`src/rtl/assert_macros.svh`:
```
// Assertion macros used by the count-min sketch top level
`ifndef ASSERT_MACROS_SVH
`define ASSERT_MACROS_SVH
`ifndef SYNTHESIS
`define ASSERT_SAME_CYCLE(label, ante, cons) \
   label: assert property (@(posedge clock) disable iff (reset) (ante) |-> (cons)) \
      else $error("same-cycle check failed");
`define ASSERT_NEXT_CYCLE(label, ante, cons) \
   label: assert property (@(posedge clock) disable iff (reset) (ante) |=> (cons)) \
      else $error("next-cycle check failed");
`else
`define ASSERT_SAME_CYCLE(label, ante, cons)
`define ASSERT_NEXT_CYCLE(label, ante, cons)
`endif
`endif

```
`src/rtl/cms_pkg.sv`:
```
// Types and constants of the count-min sketch
package cms_pkg;

   localparam int ROWS_DEFAULT    = 3;
   localparam int COLUMNS_DEFAULT = 4096;

   localparam int KEY_W   = 64;
   localparam int SEED_W  = 64;
   localparam int COUNT_W = 16;
   localparam int CTR_W   = 32;

   localparam logic [63:0]      HASH_MULT   = 64'h9E37_79B9_7F4A_7C15;
   localparam logic [CTR_W-1:0] COUNTER_MAX = {CTR_W{1'b1}};

   localparam logic MODE_UPDATE = 1'b0;
   localparam logic MODE_QUERY  = 1'b1;

   typedef struct packed {
      logic             start;
      logic [KEY_W-1:0] operand;
   } hash_req_type;

endpackage

```
`src/rtl/cms_hash.sv`:
```
// Iterative row hash: one shared 32x32 multiplier over six steps
module cms_hash #(
   parameter int COLUMNS = cms_pkg::COLUMNS_DEFAULT
) (
   input  logic                        clock,
   input  logic                        reset,
   input  cms_pkg::hash_req_type       hash_req,
   output logic                        hash_done,
   output logic [$clog2(COLUMNS)-1:0]  hash_column
);

   localparam int CW = $clog2(COLUMNS);

   localparam logic [2:0] STEP_LL    = 3'd0;
   localparam logic [2:0] STEP_HL    = 3'd1;
   localparam logic [2:0] STEP_LH    = 3'd2;
   localparam logic [2:0] STEP_ADD   = 3'd3;
   localparam logic [2:0] STEP_SCALE = 3'd4;
   localparam logic [2:0] STEP_DONE  = 3'd5;

   logic [63:0] x_ff, x_in;
   logic [2:0]  step_ff, step_in;
   logic        busy_ff, busy_in;
   logic [31:0] acc_ff, acc_in;
   logic [63:0] prod_ff, prod_in;
   logic [31:0] op_a, op_b;

   always_comb begin
      case (step_ff)
         STEP_LL: begin
            op_a = x_ff[31:0];
            op_b = cms_pkg::HASH_MULT[31:0];
         end
         STEP_HL: begin
            op_a = x_ff[63:32];
            op_b = cms_pkg::HASH_MULT[31:0];
         end
         STEP_LH: begin
            op_a = x_ff[31:0];
            op_b = cms_pkg::HASH_MULT[63:32];
         end
         STEP_SCALE: begin
            op_a = acc_ff;
            op_b = 32'(COLUMNS);
         end
         default: begin
            op_a = '0;
            op_b = '0;
         end
      endcase
   end

   assign prod_in = 64'(op_a) * 64'(op_b);

   always_comb begin
      x_in    = x_ff;
      step_in = step_ff;
      busy_in = busy_ff;
      acc_in  = acc_ff;
      if (busy_ff) begin
         step_in = step_ff + 3'd1;
         case (step_ff)
            STEP_HL:  acc_in = prod_ff[63:32];
            STEP_LH:  acc_in = acc_ff + prod_ff[31:0];
            STEP_ADD: acc_in = acc_ff + prod_ff[31:0];
            default:  acc_in = acc_ff;
         endcase
         if (step_ff == STEP_DONE) begin
            busy_in = 1'b0;
         end
      end else if (hash_req.start) begin
         x_in    = hash_req.operand;
         step_in = STEP_LL;
         busy_in = 1'b1;
      end
   end

   always_ff @(posedge clock) begin
      if (reset) begin
         busy_ff <= 1'b0;
         step_ff <= STEP_LL;
      end else begin
         busy_ff <= busy_in;
         step_ff <= step_in;
      end
      x_ff    <= x_in;
      acc_ff  <= acc_in;
      prod_ff <= prod_in;
   end

   assign hash_done   = busy_ff && (step_ff == STEP_DONE);
   assign hash_column = prod_ff[32 +: CW];

endmodule

```
`config.mk`:
```
export PLATFORM = sky130hd
export DESIGN_NAME = cms_hash
export DESIGN_NICKNAME = d
export VERILOG_FILES = /design/src/rtl/assert_macros.svh /design/src/rtl/cms_pkg.sv /design/src/rtl/cms_hash.sv
export SDC_FILE = /design/constraint.sdc
export NUM_CORES = 2
export LEC_CHECK = 0
export BUFFER_PORTS_ARGS = -buffer_cell sky130_fd_sc_hd__buf_2
export CAP_MARGIN = 20
export CORE_AREA = 2 2 231 233
export DETAILED_ROUTE_END_ITERATION = 7
export DIE_AREA = 0 0 233 235
export PLACE_DENSITY = 0.92
export SYNTH_ARGS = -nofsm -noshare
export SYNTH_HDL_FRONTEND = slang
export SYNTH_SLANG_ARGS = --single-unit
export TNS_END_PERCENT = 1
```
`constraint.sdc`:
```
create_clock -name clock -period 11 [get_ports clock]
set_clock_uncertainty 0.15 [all_clocks]
set_input_delay 0 -clock clock [delete_from_list [all_inputs] [get_ports clock]]
set_output_delay 0 -clock clock [all_outputs]
set_load 0.02 [all_outputs]
```
== Word-level counts from Yosys, hierarchy flattened ==
Index checks and enable logic that the tools add are counted.

* Register bits after elaboration: 164
* Logic and storage cells: 31
* Input port bits: 67
* Output and inout bits: 13

* Bitwise operators: 1
* Multiplexer cells: 8
* Eq/ne operators: 5
* Reductions and logical operators: 9
* Multiply operators: 1
* Add/sub/neg operators: 2

{| class="wikitable"
|+ Operators with widths
! kind !! number
|-
| $pmux W32 S3 || 2
|-
| $mul A32 B32 Y64 || 1
|-
| $pmux W32 S2 || 1
|-
| $add A32 B32 Y32 || 1
|-
| $eq A3 B2 Y1 const B || 2
|-
| $eq A3 B3 Y1 const B || 2
|-
| $mux W3 || 2
|-
| $reduce_or A2 Y1 || 3
|-
| $reduce_and A2 Y1 || 2
|-
| $reduce_bool A2 Y1 || 2
|-
| $add A3 B1 Y3 const B || 1
|-
| $eq A3 B1 Y1 const B || 1
|-
| $logic_not A3 Y1 || 1
|-
| $mux W1 || 3
|-
| $logic_and A1 B1 Y1 || 1
|-
| $not A1 Y1 || 1
|}

== Logic depth before layout (Yosys ltp) ==
* Depth after elaboration: 4
* Mapped depth: 37
* Depth with buffers taken out: 35

== Least setup slack after synthesis ==
No wires, ideal clock.

* Path type: reg2reg
* From: register step_ff[0]
* To: register prod_ff[58]
* Clock period less this slack: 8870 ps
* Buffers on the path: 3
* Arrival time: 8586 ps
* Slack: 2130 ps
* Library setup time: 134 ps
* Required time: 10716 ps
* Cell stages (with the launch flop): 32
* Path through: dfxtp_1 inv_1 ha_1 nor2_1 nor2_1 clkbuf_1 nor2_1 clkbuf_1 buf_1 nor2_1 inv_1 fa_1 fa_1 fa_1 fa_1 fa_1 inv_1 fa_1 fa_1 inv_1 fa_1 inv_1 ha_1 nand2_2 nor3_2 nand2_1 a211o_1 a21oi_2 o31a_4 a31oi_4 o2111a_1 or4_1

* Longest elaborated chain between the ends: 4
* Elaborated cells on any way between the ends: 9
* Classes of those cells: mul (1); eq/ne (3); mux (2); reduce/logical (3)

{| class="wikitable"
|+ Ends and longest elaborated chain
! what !! RTL line !! RTL
|-
| start: declaration || cms_hash.sv:22 || <nowiki>logic [2:0] step_ff, step_in;</nowiki>
|-
| start signal: assignment || cms_hash.sv:84 || <nowiki>step_ff <= step_in;</nowiki>
|-
| $eq A3 B2 Y1, or another cell as far along || cms_hash.sv:29 || <nowiki>case (step_ff)</nowiki>
|-
| $reduce_or A2 Y1 (no source line) || -- ||
|-
| $pmux W32 S3 || cms_hash.sv:29 ||
|-
| $mul A32 B32 Y64 * || cms_hash.sv:53 || <nowiki>assign prod_in = 64'(op_a) * 64'(op_b);</nowiki>
|-
| via prod_in[58] || cms_hash.sv:25 || <nowiki>logic [63:0] prod_ff, prod_in;</nowiki>
|-
| end signal: assignment || cms_hash.sv:88 || <nowiki>prod_ff <= prod_in;</nowiki>
|-
| end: declaration || cms_hash.sv:25 ||
|}

The timed path passes the listed nets; every way through them passes the cells marked *.
A chain may end at the register's enable or synchronous reset.

== Final worst setup path ==
Same ends and word-level chain as after synthesis.

==> impl_table.tex <==
\begin{tabular}{lr}
\hline
Metric & Value \\
\hline
\multicolumn{2}{l}{\textbf{Placed design}} \\
Buffers added on ports & 79 \\
Placement Cell Area & 34900 µm² \\
DP HPWL & 88900 µm \\
Routability cong. & 1.07 \\
Count of placed standard cells including taps & 4044 \\
\multicolumn{2}{l}{\textbf{Clock network}} \\
TritonCTS clock tree & done \\
H-Tree Depth & 4 \\
Insertion delay of the later-clocked pin in the worst-skew pair & 0.45 ns \\
Number of CTS-inserted buffers & 17 \\
Post-CTS Setup Inserts & 0 \\
Root buffer cell & sky130\_fd\_sc\_hd\_\_clkbuf\_16 \\
TritonCTS sink count & 164 \\
CTS max path bufs & 2 \\
Clk slew on worst S/H paths & 0.06 ns \\
Post-cts hold buffer count & 67 \\
Post-cts resize count & 0 \\
\multicolumn{2}{l}{\textbf{Run}} \\
Max-capacitance violation count & 0 \\
\multicolumn{2}{l}{\textbf{Critical path}} \\
Max stage delay cell, worst path & sky130\_fd\_sc\_hd\_\_nor2\_1 \\
Critical setup path kind & flop to flop \\
Worst endpoint required time & 11.16 ns \\
Data arrival, critical path & 10.55 ns \\
Family with the most delay on the worst path & adder cells \\
Critical path buffers and inverters & 4 \\
Sort of element at the end of the critical path & flop \\
Largest driver fanout on the critical path & 21 \\
CP peak stage delay & 0.71 ns \\
CP startpoint kind & flop \\
Library cell appearing most often on the critical path & sky130\_fd\_sc\_hd\_\_fa\_1 \\
\multicolumn{2}{l}{\textbf{Floorplan}} \\
Core Rows & 84 \\
Starting utilization of the core area & 64.2\% \\
Top-level port count & 80 \\
Die Outline Area & 54800 µm² \\
Die outline width & 233 µm \\
Total core area & 52200 µm² \\
Die Y-Extent & 235 µm \\
\multicolumn{2}{l}{\textbf{Run status}} \\
Violated checks & design-rule violations \\
Result of the run & complete, but fails checks \\
\multicolumn{2}{l}{\textbf{Yosys}} \\
Top cell types by occurrence after synthesis & sky130\_fd\_sc\_hd\_\_inv\_1, sky130\_fd\_sc\_hd\_\_fa\_1, sky130\_fd\_sc\_hd\_\_ha\_1 \\
Number of flip-flops and latches in the synthesized netlist & 164 \\
Share of the synthesized area in the top cell type & 41.6\% \\
Library cell occupying the most area in the post-synthesis netlist & sky130\_fd\_sc\_hd\_\_fa\_1 \\
Warning count from the yosys run & 0 \\
Ys async rst share & 0\% \\
Cell variety after synth & 74 \\
Top cells by area in the synthesized netlist & sky130\_fd\_sc\_hd\_\_fa\_1, sky130\_fd\_sc\_hd\_\_ha\_1, sky130\_fd\_sc\_hd\_\_inv\_1 \\
Synthesized area & 33600 µm² \\
Most frequent cell after synthesis & sky130\_fd\_sc\_hd\_\_inv\_1 \\
Post-Syn Instances & 3300 \\
Post-synth EDFFs & 96 \\
Synthesized area per cell & 10.2 µm² \\
Most used flip-flop cell after synthesis & sky130\_fd\_sc\_hd\_\_edfxtp\_1 \\
Syn nets & 4519 \\
Sequential-to-total area share from yosys stat & 12.6\% \\
\multicolumn{2}{l}{\textbf{Routing}} \\
Starting DRT DRC Count & 2923 \\
Routed wire length & 105000 µm \\
Via/cell ratio & 6.08 \\
Detailed-route wire length per cell & 25.3 µm \\
Number of nets with antenna violations after detailed routing & 0 \\
Number of optimization iterations in the first detailed-route pass & 8 \\
Post-route DRC & 9 \\
Via count & 25171 \\
\multicolumn{2}{l}{\textbf{STA}} \\
Final setup fails & 0 \\
Aggregate negative setup slack & 0 ns \\
Shortest clock period the worst path allows after layout & 10.38 ns \\
Number of pins with negative max-slew slack in the final report & 0 \\
Final hold viol count & 0 \\
Setup repair after global routing missed its margin & no \\
Rel. slew slack & 11.3\% \\
Transition time at the pin with the least slew margin & 1.33 ns \\
Final worst path period share & 94.4\% \\
Maximum clock rate & 0.0963 GHz \\
\multicolumn{2}{l}{\textbf{Global routing}} \\
Global-route wire length before repair & 159000 µm \\
Global-route usage over all layers & 39.6\% \\
GRT overflow & 0 \\
Vias in the first global route & 27328 \\
Maximum number of pins on one net before global-route repair & 48 \\
Antenna violations before repair & 1 \\
\multicolumn{2}{l}{\textbf{Final layout}} \\
Nets@finish & 4661 \\
Fraction of layout instances using a drive strength above 1 & 5.33\% \\
Non-Filler Cell Area, Final & 36100 µm² \\
Non-filler cells, final & 4143 \\
Synthesis-to-layout area growth & 7.68\% \\
Antenna cell count & 0 \\
\multicolumn{2}{l}{\textbf{Min path}} \\
Classification of the worst-slack hold path & input pin to flop \\
\hline
\end{tabular}
==> kinds of logic after synthesis <==
logic type	Yosys count	share of synthesized area [%]
AO/OA/AOI/OAI	409	7.94
AND/OR/NAND/NOR	453	6.06
adder cells (fa/ha/maj)	1159	58.8
buffers and inverters	984	11.2
flip-flops	164	12.6
XOR/XNOR	129	3.37
multiplexers	2	0.0597
==> final timing paths <==
check	start	to	slack, ns	depth (start not counted)
worst min register to register	prod_ff[63]	acc_ff[31]	0.39	2
worst max-delay path	step_ff[0]	prod_ff[58]	0.62	27
worst max register to register	step_ff[0]	prod_ff[58]	0.62	27
worst min-delay path	hash_req[53]	x_ff[53]	0.10	2
==> stage by stage <==
stage / utilization (%) / hold WS (ns) / setup WS [ns]
2_1_floorplan: - / -0.0779 / 2.13
3_3_place_gp: 66.8 / 0.0261 / 1.21
3_5_place_dp: 66.8 / 0.0284 / 0.962
4_1_cts: 69.2 / 0.111 / 0.838
5_1_grt: 69.2 / 0.113 / 0.358
6_report: 69.2 / 0.105 / 0.615
==> layout by cell type, fill, tap and decap left out, types with 67 or more instances in the layout <==
master / n
sky130_fd_sc_hd__inv_1: 902
sky130_fd_sc_hd__fa_1: 697
sky130_fd_sc_hd__ha_1: 455
sky130_fd_sc_hd__nand2_1: 166
sky130_fd_sc_hd__nor2_1: 149
sky130_fd_sc_hd__a21oi_1: 131
sky130_fd_sc_hd__edfxtp_1: 96
sky130_fd_sc_hd__xnor2_1: 91
sky130_fd_sc_hd__buf_2: 79
sky130_fd_sc_hd__dfxtp_1: 68
sky130_fd_sc_hd__dlygate4sd3_1: 67
==> metal layers <==
metal / track usage (%) / share of wire, % / vias to the layer above
met1: 48.3 / 34 / 12293
met2: 61.8 / 46 / 1809
met5: 0 / 0.010 / -
met4: 29.7 / 10 / 2
li1: - / - / 10511
met3: 8.37 / 10 / 556
==> flip-flops by register name, indices dropped and copies added (netlist names) <==
signal and flops:
prod_ff 64, x_ff 64, busy_ff 1, acc_ff 32
step_ff 3
==> final cells by class <==
type                       count  area (µm²)
multi-input combinational   2152       25600
timing repair buffer         201        1490
fill                        3705       16100
inverter                     906        3400
clock inverter                11         103
tap                          688         861
clock buffer                  21         450
sequential                   164        4240
Power is left out: the tool's default activity adds up to more than one toggle a clock period on the data nets, which glitch-free logic cannot reach.
